[src/dctrtc_pkg.sv]
// Shared types, constants and calendar helpers for the day count to clock image unit.
package dctrtc_pkg;

  localparam logic [15:0] DAY_LAST     = 16'd36525;
  localparam logic [3:0]  YY_UNITS_0   = 4'd8;
  localparam logic [3:0]  YY_TENS_0    = 4'd7;
  localparam logic [1:0]  YMOD4_0      = 2'd2;
  localparam logic [3:0]  MODE_24H     = 4'h8;
  localparam logic [3:0]  MONTH_LAST   = 4'd12;
  localparam logic [8:0]  YEAR_LEN     = 9'd365;
  localparam logic [8:0]  LEAP_LEN     = 9'd366;
  localparam int          IMG_W        = 52;

  typedef struct packed {
    logic load;
    logic year_step;
    logic month_step;
    logic add_day;
    logic fix_step;
    logic out_load;
  } cmd_t;

  typedef struct packed {
    logic bad;
    logic year_fits;
    logic month_fits;
    logic fix_done;
  } stat_t;

  function automatic logic [4:0] month_len(input logic [3:0] m, input logic leap);
    logic [4:0] len;
    begin
      case (m)
        4'd2:    len = leap ? 5'd29 : 5'd28;
        4'd4:    len = 5'd30;
        4'd6:    len = 5'd30;
        4'd9:    len = 5'd30;
        4'd11:   len = 5'd30;
        default: len = 5'd31;
      endcase
      return len;
    end
  endfunction

endpackage

[src/dctrtc_in_if.sv]
// Request channel carrying the day count and BCD time.
interface dctrtc_in_if;
  logic        valid;
  logic        ready;
  logic [15:0] date_word;
  logic [7:0]  hour_bcd;
  logic [7:0]  minute_bcd;
  logic [7:0]  second_bcd;

  modport source (output valid, output date_word, output hour_bcd, output minute_bcd,
                  output second_bcd, input ready);
  modport sink (input valid, input date_word, input hour_bcd, input minute_bcd,
                input second_bcd, output ready);
endinterface

[src/dctrtc_out_if.sv]
// Result channel carrying the status and the clock register image.
interface dctrtc_out_if;
  logic        valid;
  logic        ready;
  logic        status;
  logic [51:0] register_image;

  modport source (output valid, output status, output register_image, input ready);
  modport sink (input valid, input status, input register_image, output ready);
endinterface

[src/day_count_time_to_rtc_image_unit.sv]
// Top level: day count and BCD time to a 13-nibble clock register image.
// Sequence: a rejected request goes from the year state straight to the finish state;
//   otherwise the unit walks years, then months, adds the day and runs the fix-up steps.
// Throughput: one request at a time; the next is taken once the previous one
//   reaches the output register. The year walk handles one year per cycle.
// Reset: synchronous active-high rst idles the sequencer and clears the output valid.
module day_count_time_to_rtc_image_unit (
  input  logic                clk,
  input  logic                rst,
  dctrtc_in_if.sink           in_ch,
  dctrtc_out_if.source        out_ch
);
  import dctrtc_pkg::*;

  cmd_t  cmd;
  stat_t st;

  dctrtc_ctrl u_ctrl (
    .clk       (clk),
    .rst       (rst),
    .in_valid  (in_ch.valid),
    .in_ready  (in_ch.ready),
    .out_valid (out_ch.valid),
    .out_ready (out_ch.ready),
    .st        (st),
    .cmd       (cmd)
  );

  dctrtc_dp u_dp (
    .clk            (clk),
    .cmd            (cmd),
    .st             (st),
    .date_word      (in_ch.date_word),
    .hour_bcd       (in_ch.hour_bcd),
    .minute_bcd     (in_ch.minute_bcd),
    .second_bcd     (in_ch.second_bcd),
    .status         (out_ch.status),
    .register_image (out_ch.register_image)
  );

endmodule

[src/dctrtc_ctrl.sv]
// Sequencer for the year walk, month walk, weekday fix-up and result handoff.
module dctrtc_ctrl (
  input  logic                clk,
  input  logic                rst,
  input  logic                in_valid,
  output logic                in_ready,
  output logic                out_valid,
  input  logic                out_ready,
  input  dctrtc_pkg::stat_t   st,
  output dctrtc_pkg::cmd_t    cmd
);
  import dctrtc_pkg::*;

  localparam logic [2:0] S_IDLE   = 3'd0;
  localparam logic [2:0] S_YEAR   = 3'd1;
  localparam logic [2:0] S_MONTH  = 3'd2;
  localparam logic [2:0] S_ADDDAY = 3'd3;
  localparam logic [2:0] S_FIX    = 3'd4;
  localparam logic [2:0] S_FINISH = 3'd5;

  logic [2:0] state;
  logic [2:0] state_next;

  always_comb begin
    state_next = state;
    cmd        = '0;
    in_ready   = 1'b0;
    case (state)
      S_IDLE: begin
        in_ready = 1'b1;
        if (in_valid) begin
          cmd.load   = 1'b1;
          state_next = S_YEAR;
        end
      end
      S_YEAR: begin
        if (st.bad) begin
          state_next = S_FINISH;
        end else if (st.year_fits) begin
          state_next = S_MONTH;
        end else begin
          cmd.year_step = 1'b1;
        end
      end
      S_MONTH: begin
        if (st.month_fits) begin
          state_next = S_ADDDAY;
        end else begin
          cmd.month_step = 1'b1;
        end
      end
      S_ADDDAY: begin
        cmd.add_day = 1'b1;
        state_next  = S_FIX;
      end
      S_FIX: begin
        if (st.fix_done) begin
          state_next = S_FINISH;
        end else begin
          cmd.fix_step = 1'b1;
        end
      end
      S_FINISH: begin
        if (!out_valid || out_ready) begin
          cmd.out_load = 1'b1;
          state_next   = S_IDLE;
        end
      end
      default: begin
        state_next = S_IDLE;
      end
    endcase
  end

  always_ff @(posedge clk) begin
    if (rst) begin
      state     <= S_IDLE;
      out_valid <= 1'b0;
    end else begin
      state <= state_next;
      if (cmd.out_load) begin
        out_valid <= 1'b1;
      end else if (out_ready) begin
        out_valid <= 1'b0;
      end
    end
  end

endmodule

[src/dctrtc_dp.sv]
// Datapath: input checks, year and month walk registers, weekday and image assembly.
module dctrtc_dp (
  input  logic                clk,
  input  dctrtc_pkg::cmd_t    cmd,
  output dctrtc_pkg::stat_t   st,
  input  logic [15:0]         date_word,
  input  logic [7:0]          hour_bcd,
  input  logic [7:0]          minute_bcd,
  input  logic [7:0]          second_bcd,
  output logic                status,
  output logic [51:0]         register_image
);
  import dctrtc_pkg::*;

  logic [15:0] n;
  logic [7:0]  hr;
  logic [7:0]  mi;
  logic [7:0]  se;
  logic        bad;
  logic [1:0]  ymod4;
  logic [3:0]  yy_units;
  logic [3:0]  yy_tens;
  logic [3:0]  month;
  logic [5:0]  wacc;
  logic [1:0]  dtens;

  logic        in_bad;
  logic        leap;
  logic [8:0]  ylen;
  logic [4:0]  mlen;
  logic [5:0]  wsum_y;
  logic [5:0]  wsum_m;
  logic [3:0]  m_units;
  logic [1:0]  leap_code;
  logic [51:0] image;

  always_comb begin
    in_bad = (date_word == 16'd0) || (date_word > DAY_LAST)
          || (hour_bcd[3:0] > 4'd9) || (hour_bcd[7:4] > 4'd2)
          || ((hour_bcd[7:4] == 4'd2) && (hour_bcd[3:0] > 4'd3))
          || (minute_bcd[3:0] > 4'd9) || (minute_bcd[7:4] > 4'd5)
          || (second_bcd[3:0] > 4'd9) || (second_bcd[7:4] > 4'd5);
    leap   = (ymod4 == 2'd0);
    ylen   = leap ? LEAP_LEN : YEAR_LEN;
    mlen   = month_len(month, leap);
    wsum_y = wacc + (leap ? 6'd2 : 6'd1);
    wsum_m = wacc + {1'b0, mlen - 5'd28};
    st.bad        = bad;
    st.year_fits  = (n <= {7'd0, ylen});
    st.month_fits = (n <= {11'd0, mlen}) || (month >= MONTH_LAST);
    st.fix_done   = (n < 16'd10) && (wacc < 6'd7);
    m_units   = (month >= 4'd10) ? (month - 4'd10) : month;
    leap_code = 2'(~ymod4 + 2'd1);
    image = {yy_tens, yy_units,
             {3'd0, (month >= 4'd10)}, m_units,
             {leap_code, dtens}, n[3:0],
             {1'b0, wacc[2:0]},
             (MODE_24H | hr[7:4]), hr[3:0],
             mi[7:4], mi[3:0],
             se[7:4], se[3:0]};
  end

  always_ff @(posedge clk) begin
    if (cmd.load) begin
      n        <= date_word;
      hr       <= hour_bcd;
      mi       <= minute_bcd;
      se       <= second_bcd;
      bad      <= in_bad;
      ymod4    <= YMOD4_0;
      yy_units <= YY_UNITS_0;
      yy_tens  <= YY_TENS_0;
      month    <= 4'd1;
      wacc     <= 6'd0;
      dtens    <= 2'd0;
    end
    if (cmd.year_step) begin
      n     <= n - {7'd0, ylen};
      ymod4 <= ymod4 + 2'd1;
      if (yy_units == 4'd9) begin
        yy_units <= 4'd0;
        yy_tens  <= (yy_tens == 4'd9) ? 4'd0 : yy_tens + 4'd1;
      end else begin
        yy_units <= yy_units + 4'd1;
      end
      wacc <= (wsum_y >= 6'd7) ? wsum_y - 6'd7 : wsum_y;
    end
    if (cmd.month_step) begin
      n     <= n - {11'd0, mlen};
      month <= month + 4'd1;
      wacc  <= (wsum_m >= 6'd7) ? wsum_m - 6'd7 : wsum_m;
    end
    if (cmd.add_day) begin
      wacc <= wacc + n[5:0] - 6'd1;
    end
    if (cmd.fix_step) begin
      if (n >= 16'd10) begin
        n     <= n - 16'd10;
        dtens <= dtens + 2'd1;
      end
      if (wacc >= 6'd7) begin
        wacc <= wacc - 6'd7;
      end
    end
    if (cmd.out_load) begin
      status         <= bad;
      register_image <= bad ? '0 : image;
    end
  end

endmodule
[src/flat_wrapper.sv]
// flat-port wrapper written by rule: the top's interface ports become plain ports
module day_count_time_to_rtc_image_unit_flat import dctrtc_pkg::*;
  (clk, rst, in_ch_valid, in_ch_date_word, in_ch_hour_bcd, in_ch_minute_bcd, in_ch_second_bcd, in_ch_ready, out_ch_valid, out_ch_status, out_ch_register_image, out_ch_ready);
  dctrtc_in_if in_ch_i ();
  dctrtc_out_if out_ch_i ();
  input  logic clk;
  input  logic rst;
  input wire logic [$bits(in_ch_i.valid)-1:0] in_ch_valid;
  input wire logic [$bits(in_ch_i.date_word)-1:0] in_ch_date_word;
  input wire logic [$bits(in_ch_i.hour_bcd)-1:0] in_ch_hour_bcd;
  input wire logic [$bits(in_ch_i.minute_bcd)-1:0] in_ch_minute_bcd;
  input wire logic [$bits(in_ch_i.second_bcd)-1:0] in_ch_second_bcd;
  output wire logic [$bits(in_ch_i.ready)-1:0] in_ch_ready;
  output wire logic [$bits(out_ch_i.valid)-1:0] out_ch_valid;
  output wire logic [$bits(out_ch_i.status)-1:0] out_ch_status;
  output wire logic [$bits(out_ch_i.register_image)-1:0] out_ch_register_image;
  input wire logic [$bits(out_ch_i.ready)-1:0] out_ch_ready;
  assign in_ch_i.valid = in_ch_valid;
  assign in_ch_i.date_word = in_ch_date_word;
  assign in_ch_i.hour_bcd = in_ch_hour_bcd;
  assign in_ch_i.minute_bcd = in_ch_minute_bcd;
  assign in_ch_i.second_bcd = in_ch_second_bcd;
  assign in_ch_ready = in_ch_i.ready;
  assign out_ch_valid = out_ch_i.valid;
  assign out_ch_status = out_ch_i.status;
  assign out_ch_register_image = out_ch_i.register_image;
  assign out_ch_i.ready = out_ch_ready;
  day_count_time_to_rtc_image_unit u_core (.clk(clk), .rst(rst), .in_ch(in_ch_i), .out_ch(out_ch_i));
endmodule
[config.mk]
export PLATFORM = sky130hd
export DESIGN_NAME = day_count_time_to_rtc_image_unit_flat
export DESIGN_NICKNAME = d
export VERILOG_FILES = /design/src/dctrtc_pkg.sv /design/src/dctrtc_in_if.sv /design/src/dctrtc_out_if.sv /design/src/day_count_time_to_rtc_image_unit.sv /design/src/dctrtc_ctrl.sv /design/src/dctrtc_dp.sv /design/src/flat_wrapper.sv
export SDC_FILE = /design/constraint.sdc
export NUM_CORES = 1
export LEC_CHECK = 0
export BUFFER_PORTS_ARGS = -buffer_cell sky130_fd_sc_hd__buf_2
export CAP_MARGIN = 20
export CORE_MARGIN = 8
export CORE_UTILIZATION = 45
export CTS_BUF_LIST = sky130_fd_sc_hd__clkbuf_4
export CTS_CLUSTER_SIZE = 25
export DETAILED_ROUTE_END_ITERATION = 8
export HOLD_SLACK_MARGIN = 0.05
export PLACE_DENSITY = 0.73
export SKIP_CTS_REPAIR_TIMING = 1
export SKIP_LAST_GASP = 1
export SYNTH_ARGS = -nofsm -noshare
export SYNTH_HDL_FRONTEND = slang
export SYNTH_SLANG_ARGS = --single-unit
[constraint.sdc]
create_clock -name clk -period 7 [get_ports clk]
set_clock_uncertainty 0.05 [all_clocks]
set_input_delay 1.75 -clock clk [delete_from_list [all_inputs] [get_ports clk]]
set_output_delay 1.75 -clock clk [all_outputs]
set_load 0.005 [all_outputs]
# Yosys cells after proc, flatten, opt, wreduce, memory -nomap -nowiden
# Cells that the tools add are included.
dict set report word_totals {
  wordCells 147
  ff_bits 119
  in_bits 44
  out_inout_bits 55
}
dict set report classes {
  n_mux 55
  bitwise_logic 1
  reduce_logical 21
  add_sub_neg 18
  n_lt_le_gt_ge 18
  eq_ne 18
}
# operator count
set ops {}
lappend ops {{$mux W16} 5}
lappend ops {{$mux W6} 8}
lappend ops {{$mux W4} 10}
lappend ops {{$mux W24} 1}
lappend ops {{$ge A6 B3 Y1 const B} 3}
lappend ops {{$mux W3} 6}
lappend ops {{$pmux W3 S6} 1}
lappend ops {{$sub A6 B3 Y6 const B} 3}
lappend ops {{$eq A4 B4 Y1 const B} 4}
lappend ops {{$ge A16 B4 Y1 const B} 1}
lappend ops {{$gt A16 B16 Y1 const B} 1}
lappend ops {{$le A16 B5 Y1} 1}
lappend ops {{$le A16 B9 Y1} 1}
lappend ops {{$logic_not A16 Y1} 1}
lappend ops {{$lt A16 B4 Y1 const B} 1}
lappend ops {{$mux W1} 16}
lappend ops {{$sub A16 B4 Y16 const B} 1}
lappend ops {{$sub A16 B5 Y16} 1}
lappend ops {{$sub A16 B9 Y16} 1}
lappend ops {{$mux W2} 7}
lappend ops {{$add A4 B1 Y4 const B} 3}
lappend ops {{$gt A4 B4 Y1 const B} 3}
lappend ops {{$logic_or A1 B1 Y1} 10}
lappend ops {{$eq A4 B2 Y1 const B} 2}
lappend ops {{27 further kinds} 40}

# Longest topological paths before layout
# Gate-level depths: netlist of run 1.
dict set report depth {
  depth_word 11
  ltp_mapped 18
  depth_no_buf 18
}

# Hierarchy
# From an unflattened synthesis of run 1, not the netlist that was laid out.
dict set report unflattened {
  cells_unflattened 702
  area_unflattened_um2 6980.4
}
# module area_each_um2 cells_per_inst seq_area_each_um2 n_inst
set modules_own_cells {}
lappend modules_own_cells {dctrtc_dp 6693.9 664 3062.9 1}
lappend modules_own_cells {dctrtc_ctrl 286.5 38 80.1 1}

# Worst setup path after synthesis of run 1
# Ideal clock, no wire load.
dict set report synth_timing {
  kind {input to register}
  start {input out_ch_ready}
  end {register u_core.u_dp.register_image[0] (enable)}
  t_required_ps 6494
  path_slack_ps 2634
  setup_time_ps 456
  arrival_time_ps 3861
  path_stages 2
  n_path_buf 0
  cell_sequence {nor2b_1 nor2_1}
}
# element line_no
set synth_lines {}
lappend synth_lines {{start: declaration} flat_wrapper.sv:17} ;# input wire logic [$bits(out_ch_i.ready)-1:0] out_ch_ready;
lappend synth_lines {{end signal: assignment} dctrtc_dp.sv:107} ;# register_image <= bad ? '0 : image;
lappend synth_lines {{end: declaration} dctrtc_dp.sv:11} ;# output logic [51:0] register_image

# Worst setup path in the final report of run 1
dict set report layout_timing {
  start {register u_core.u_dp.month[1]}
  end {register u_core.u_ctrl.state[0]}
}
dict set report layout_between {
  elab_chain_cells 7
  elab_cells_between_ends 12
  cone_classes {order compare: 2; eq/ne: 6; mux: 1; reduce/logical: 3}
}
# element line_no
set layout_lines {}
lappend layout_lines {{start: declaration} dctrtc_dp.sv:23} ;# logic [3:0] month;
lappend layout_lines {{start signal: assignment} dctrtc_dp.sv:90} ;# month <= month + 4'd1;
lappend layout_lines {{$eq A4 B4 Y1 or $eq A4 B3 Y1 (tied branches)} dctrtc_pkg.sv:33} ;# case (m)
lappend layout_lines {{$reduce_or A4 Y1 (no source line)} --}
lappend layout_lines {{$pmux W2 S2} dctrtc_pkg.sv:33}
lappend layout_lines {{$le A16 B5 Y1} dctrtc_dp.sv:50} ;# st.month_fits = (n <= {11'd0, mlen}) || (month >= MONTH_LAST);
lappend layout_lines {{$logic_or A1 B1 Y1 *} dctrtc_dp.sv:50}
lappend layout_lines {{$ne A2 B1 Y1 (no source line) *} --}
lappend layout_lines {{$reduce_and A5 Y1 (no source line) *} --}
lappend layout_lines {{end signal: assignment} dctrtc_ctrl.sv:80} ;# state <= state_next;
lappend layout_lines {{end: declaration} dctrtc_ctrl.sv:21} ;# logic [2:0] state;
# Mark *: on every way between the ends. The rest lies on a longest branch, timed or not.
# A chain may end at the register's enable or synchronous reset.

==> reports/metrics.yaml, run 1 <==
grt_pass1_vias: 5467
crit_path_top_delay_cell: "a21o_1"
multiInputGateArea_um2: 3460
routedWlPerCell_um: 17.9
design_area_um2: 7800
regArea_um2: 3140
timing.critical_path.slowest_cell_delay_ps: 660
chipHeight_um: 140
overflow: 0
ys.flop_type: "edfxtp_1"
worstHoldPathCells: 1
yosysTopAreaCell: "edfxtp_1"
synth_common_cells: "84 x edfxtp_1, 62 x nor2_1, 54 x nand2_1"
clkPwrFrac_pct: 19.4
dieArea_um2: 19700
endpoint_kind: "register"
core_area_um2: 15100
finalHoldViolCount: 0
synthToLayoutAreaGrowth_pct: 12.3
ys_ff_latch: 115
worstSetupStartpoint: "u_core.u_dp.month[1]"
rsz0062_at_grt: "false"
leakage_nw: 3.01
path_class: "register to register"
finalMaxSlewViolations: 0
diodes: 0
layout.nets: 876
final.setup.tns_ps: 0
yosysUniqueCellTypes: 82
post-route-period-util_pct: 62.2
placedInstanceArea_um2: 7500
max-slew-margin-rel_pct: 33.3
cts.sinks: 115
die_w_um: 140
clock.fmax_ghz: 0.230
globalplace.congestion: 0.911
switching_share_pct: 42.3
hold_path_class: "register to register"
drive_gt1_share_pct: 18.9
r2r_setup_slack_ps: 2650
cellPowerDensity_nw_per_um2: 328
yosysWarningCount: 0
fillCellCount: 1350
worst_pin_slew_ps: 999
path_max_fanout: 21
cts_tree: "built"
async_reset_ff_share_pct: 0
drt-total-wl_mm: 17.9
via_per_inst: 5.99
syn_area_per_cell_um2: 9.64
postRouteAntennaNets: 0
holdWs_ps: 454
startpoint_type: "register"
synth_area_um2: 6940
seq_power_share_pct: 39.3
grt_first_pass_wirelength_mm: 28.4
start_util_pct: 45.8
min_period_ps: 4350
ff2ff_path_depth: 15
antenna_found_initial: 0
port_buffers: 94
dp_slack_ps: 2760
p_int_w: 0.00147
yosys-top-cells-area: "edfxtp_1 36%, dfxtp_1 8.9%, ha_1 5.6%"
switchingPower_w: 0.00108
seq_area_frac_synth_pct: 45.3
crit_chain: "inv_1, ha_1, o21ai_0, a21oi_1, nor2_1, ha_1, inv_1, fa_1, and3_1, a31oi_1, a21o_1, nand2_1, nor3_2, a21oi_1, a311oi_1"
num_rows: 45
grt_start_max_net_pins: 51
drt_pass1_iterations: 6
clkTransAtPathRegs_ps: 140
hold_start: "u_core.u_dp.dtens[0]"
r2r_start: "u_core.u_dp.month[1]"
synth-edff-count: 84
outcome: "finished clean"
dp_cells: 965
synth.most_common_cell: "edfxtp_1"
clock_path_buffers: 2
syn_inst: 720
worstPathRequired_ps: 7380
root_buffer: "clkbuf_4"
synth_top_area_share_pct: 36.3
track_usage_pct: 17.9
final-setup-viol-count: 0
cts_buffers: 17
cp.arrival_ps: 4730
max_cap_viol_count: 0
io_pins: 99
final_cells: 997
dr_total_vias: 5975
setup_ws_ps: 2650
drtIter0Drc: 637
clock_latency_ps: 530
dpl.hpwl_mm: 13.2
cts_max_level: 4
remaining_drc_errors: 0
combPwrFrac_pct: 41.3
ir_drop_v: 0.000114
==> power by group through the flow <==
| stage | sequential, W | clock [W] | combinational [W] |
|---|---|---|---|
| 2_1_floorplan | 0.000912 | 0 | 0.000867 |
| 3_3_place_gp | 0.00101 | 0 | 0.00102 |
| 3_5_place_dp | 0.00101 | 0 | 0.00103 |
| 4_1_cts | 0.000997 | 0.000508 | 0.00104 |
| 5_1_grt | 0.00102 | 0.000536 | 0.00117 |
| 6_report | 0.00100 | 0.000497 | 0.00105 |
==> final timing paths <==
kind | endpoint
setup reg to reg | u_core.u_ctrl.state[0]
setup / recovery | u_core.u_ctrl.state[0]
hold / removal | u_core.u_dp.dtens[0]
hold reg to reg | u_core.u_dp.dtens[0]
==> state kept, by name, indices dropped and copies added, names as in the netlist <==
| name | cells |
|---|---|
| u_core.u_dp.hr | 7 |
| u_core.u_dp.se | 8 |
| u_core.u_dp.yy_units | 4 |
| u_core.u_dp.register_image | 48 |
| u_core.u_dp.month | 4 |
| u_core.u_dp.bad | 1 |
| u_core.u_ctrl.state | 3 |
| u_core.u_dp.dtens | 2 |
| u_core.u_dp.yy_tens | 4 |
| u_core.u_dp.status | 1 |
| u_core.u_ctrl.out_valid | 1 |
| u_core.u_dp.n | 16 |
| u_core.u_dp.wacc | 6 |
| u_core.u_dp.mi | 8 |
| u_core.u_dp.ymod4 | 2 |
==> cell families (layout without fill, tap and decap cells) <==
logic type | count (synthesis) | after routing | share of synthesized area (%)
buffers and inverters | 88 | 174 | 5.17
and+or+nand+nor | 244 | 244 | 18.1
adders and majority gates | 36 | 36 | 7.03
DFF | 115 | 115 | 45.3
xor gates and xnor gates | 18 | 18 | 2.27
muxes | 8 | 8 | 1.21
other | 1 | 4 | 0.0540
AOI/OAI and AO/OA | 210 | 210 | 20.9
==> layout by cell type (no fill, tap or decap), types with 5 or more instances in the layout <==
cell	netlist	routed
buf_2	11	94
edfxtp_1	84	84
nor2_1	62	61
nand2_1	54	54
a21oi_1	47	47
inv_1	38	38
nor2b_1	35	35
ha_1	31	31
dfxtp_1	31	31
o21ai_0	26	26
nor3_1	22	22
clkbuf_4	0	17
nand3_1	15	15
o21ai_1	15	15
xnor2_1	12	12
a21o_1	10	10
a211oi_1	9	9
nand2b_1	8	8
o21a_1	8	8
o22ai_1	8	8
a221oi_1	8	8
o31ai_1	8	8
a31oi_1	7	7
or3_1	7	7
inv_2	6	6
nor4_1	6	6
xor2_1	6	6
inv_6	0	6
mux2i_1	5	5
nor3b_1	5	5
a22o_1	5	5
and2_1	5	5
a221o_1	5	5
fa_1	5	5
==> routing by layer <==
metal  wire [µm]  vias up  global-route usage, %
met2        7630      315                   26.9
met1        8050     2794                   24.0
met4         336        0                   6.57
met5           0        -                      0
li1            -     2835                      -
met3        1860       31                   5.03
==> layout make-up <==
type | instances | share of cell area (%)
clock inverter | 15 | 2.13
tap | 188 | 3.02
multi-input combinational | 520 | 44.4
clock buffer | 17 | 1.64
timing repair buffer | 98 | 6.42
inverter | 44 | 2.12
sequential | 115 | 40.3
==> through the flow <==
| stage | power, W | utilization [%] |
|---|---|---|
| floorplan | 0.00178 | - |
| global placement | 0.00203 | 49.5 |
| detailed placement | 0.00204 | 49.5 |
| CTS | 0.00254 | 51.5 |
| global route | 0.00273 | 51.5 |
| finish | 0.00256 | 51.5 |
==> worst max-delay path, delay by kind of cell (launching register included) <==
family                     cells  cell delay (ps)
buffers and inverters          2              210
adders and majority gates      3              840
AOI/OAI and AO/OA              6             1560
DFF                            1              520
and+or+nand+nor                4             1040
Power figures use the tool's default switching activity.
==> run 2: changes to the inputs <==
- PLACE_DENSITY: 0.73 -> 0.76
- clock period: 7 -> 3.6 ns (I/O delays scaled with it)
==> run 2 against run 1 <==
Effect of this change: via count up 2.0%; worst setup slack lost 2500 ps; combinational power grew 120%; flip-flop and latch count stayed put; largest cell class unchanged; clock power grew 74%; register-to-register slack got worse by 2500 ps; highest routed layer unchanged; critical path depth is 1 higher; critical endpoint is now u_core.u_dp.wacc[1]; worst hold slack worse by 12 ps; critical path type unchanged; die area did not move; design area increased by 3.8%.
==> reports/metrics.yaml, run 2 (synthesized netlist as in run 1, its figures left out) <==
num_rows: 45  # unchanged
dp_cells: 997  # was 965
cts_buffers: 17  # unchanged
hold_path_class: "register to register"  # unchanged
postRouteAntennaNets: 0  # unchanged
routedWlPerCell_um: 17.6  # was 17.9 µm
final_cells: 1030  # was 997
final-setup-viol-count: 0  # unchanged
drt_pass1_iterations: 5  # was 6
die_w_um: 140  # unchanged
track_usage_pct: 18.3  # was 17.9%
antenna_found_initial: 0  # unchanged
outcome: "finished clean"  # unchanged
chipHeight_um: 140  # unchanged
io_pins: 99  # unchanged
power_w: 0.00504  # was 0.00256 W
clock_latency_ps: 550  # was 530 ps
finalMaxSlewViolations: 0  # unchanged
max-slew-margin-rel_pct: 54.8  # was 33.3%
cp.arrival_ps: 3920  # was 4730 ps
largest_reg_flops: 48  # unchanged
path_max_fanout: 5  # was 21
cts_tree: "built"  # unchanged
cts.sinks: 115  # unchanged
cellPowerDensity_nw_per_um2: 622  # was 328 nW/µm²
grt_pass1_vias: 5749  # was 5467
finalHoldViolCount: 0  # unchanged
remaining_drc_errors: 0  # unchanged
worst_pin_slew_ps: 670  # was 999 ps
layout_commonest_cell: "buf_2"  # unchanged
final_cell_mix: "94 x buf_2, 84 x edfxtp_1, 59 x nor2_1"  # was 94 x buf_2, 84 x edfxtp_1, 61 x nor2_1
leakage_nw: 3.15  # was 3.01 nW
grt_first_pass_wirelength_mm: 29.0  # was 28.4 mm
dpl.hpwl_mm: 13.4  # was 13.2 mm
start_util_pct: 45.8  # unchanged
regMostFlops: "u_core.u_dp.register_image"  # unchanged
dieArea_um2: 19700  # unchanged
clock.fmax_ghz: 0.288  # was 0.230 GHz
cts_max_level: 4  # unchanged
post-route-period-util_pct: 96.6  # was 62.2%
globalplace.congestion: 0.886  # was 0.911
layout.nets: 909  # was 876
via_per_inst: 5.91  # was 5.99
synthToLayoutAreaGrowth_pct: 16.6  # was 12.3%
root_buffer: "clkbuf_4"  # unchanged
min_period_ps: 3480  # was 4350 ps
path_class: "register to register"  # unchanged
diodes: 0  # unchanged
grt_start_max_net_pins: 50  # was 51
drt-total-wl_mm: 18.1  # was 17.9 mm
drtIter0Drc: 686  # was 637
dr_total_vias: 6092  # was 5975
max_cap_viol_count: 0  # unchanged
rsz0062_at_grt: "true"  # was false
drive_gt1_share_pct: 24.1  # was 18.9%
startpoint_type: "register"  # unchanged
final_util_pct: 53.4  # was 51.5%
worstPathRequired_ps: 4040  # was 7380 ps
endpoint_kind: "register"  # unchanged
overflow: 0  # unchanged
top_regs: "u_core.u_dp.register_image (48), u_core.u_dp.n (16)"  # unchanged
core_area_um2: 15100  # unchanged
clock_path_buffers: 2  # unchanged
port_buffers: 94  # unchanged
clkTransAtPathRegs_ps: 130  # was 140 ps
ir_drop_v: 0.000287  # was 0.000114 V
==> run 2: cell types whose count changed in the layout (fill, tap and decap cells not counted), sizes merged <==
cell      delta
inv          -3
clkinvlp     +1
clkinv       +3
bufinv       -1
buf         +33
==> run 2: where the power goes <==
part           switching [W]  internal, W  total [W]
combinational        0.00128     0.000999    0.00228
sequential          0.000266      0.00163    0.00189
clock               0.000573     0.000290   0.000863
==> run 2: area by class of cell <==
class	instances	area [µm²]
sequential	115	3140
timing repair buffer	131	768
tap	188	235
multi-input combinational	520	3530
clock buffer	17	128
clock inverter	15	124
inverter	44	165
fill	1358	7050
==> run 2: through the flow <==
stage | TNS [ps] | worst slack, ps | hold WS, ps | cell area (µm²)
after floorplan | 0 | 20.6 | 398 | 6950
final | 0 | 123 | 442 | 8090
after detailed placement | -34.1 | -27.0 | 417 | 7750
after global routing | -250 | -129 | 421 | 8090
after CTS | -132 | -73.9 | 435 | 8010
after global placement | 0 | 55.2 | 415 | 7750
==> run 2: path summary, 6_finish.rpt <==
| path | cells after the start | slack, ps | start | to |
|---|---|---|---|---|
| setup / recovery | 16 | 120 | u_core.u_dp.month[1] | u_core.u_dp.wacc[1] |
| hold / removal | 1 | 440 | u_core.u_dp.dtens[0] | u_core.u_dp.dtens[0] |
| setup reg to reg | 16 | 120 | u_core.u_dp.month[1] | u_core.u_dp.wacc[1] |
| hold reg to reg | 1 | 440 | u_core.u_dp.dtens[0] | u_core.u_dp.dtens[0] |
==> run 2: metal layers <==
layer | vias to the layer above | GRT usage (%) | part of all wire [%] | routed length [µm]
li1 | 2898 | - | - | -
met1 | 2843 | 24.2 | 44 | 8050
met2 | 321 | 27.4 | 44 | 7910
met3 | 30 | 5.44 | 9.7 | 1760
met4 | 0 | 7.54 | 2.3 | 410
met5 | - | 0 | 0 | 0
==> run 2: critical path, cell delays in order (launching register included) <==
cell,delay (ps)
edfxtp_1,460
inv_2,80
ha_2,180
o21ai_1,130
a21oi_1,90
nor2_2,120
ha_2,190
inv_1,50
fa_1,500
inv_1,50
ha_2,180
a221o_1,310
a22o_1,230
or3_1,370
a31oi_1,170
o21ai_1,90
a31oi_1,170
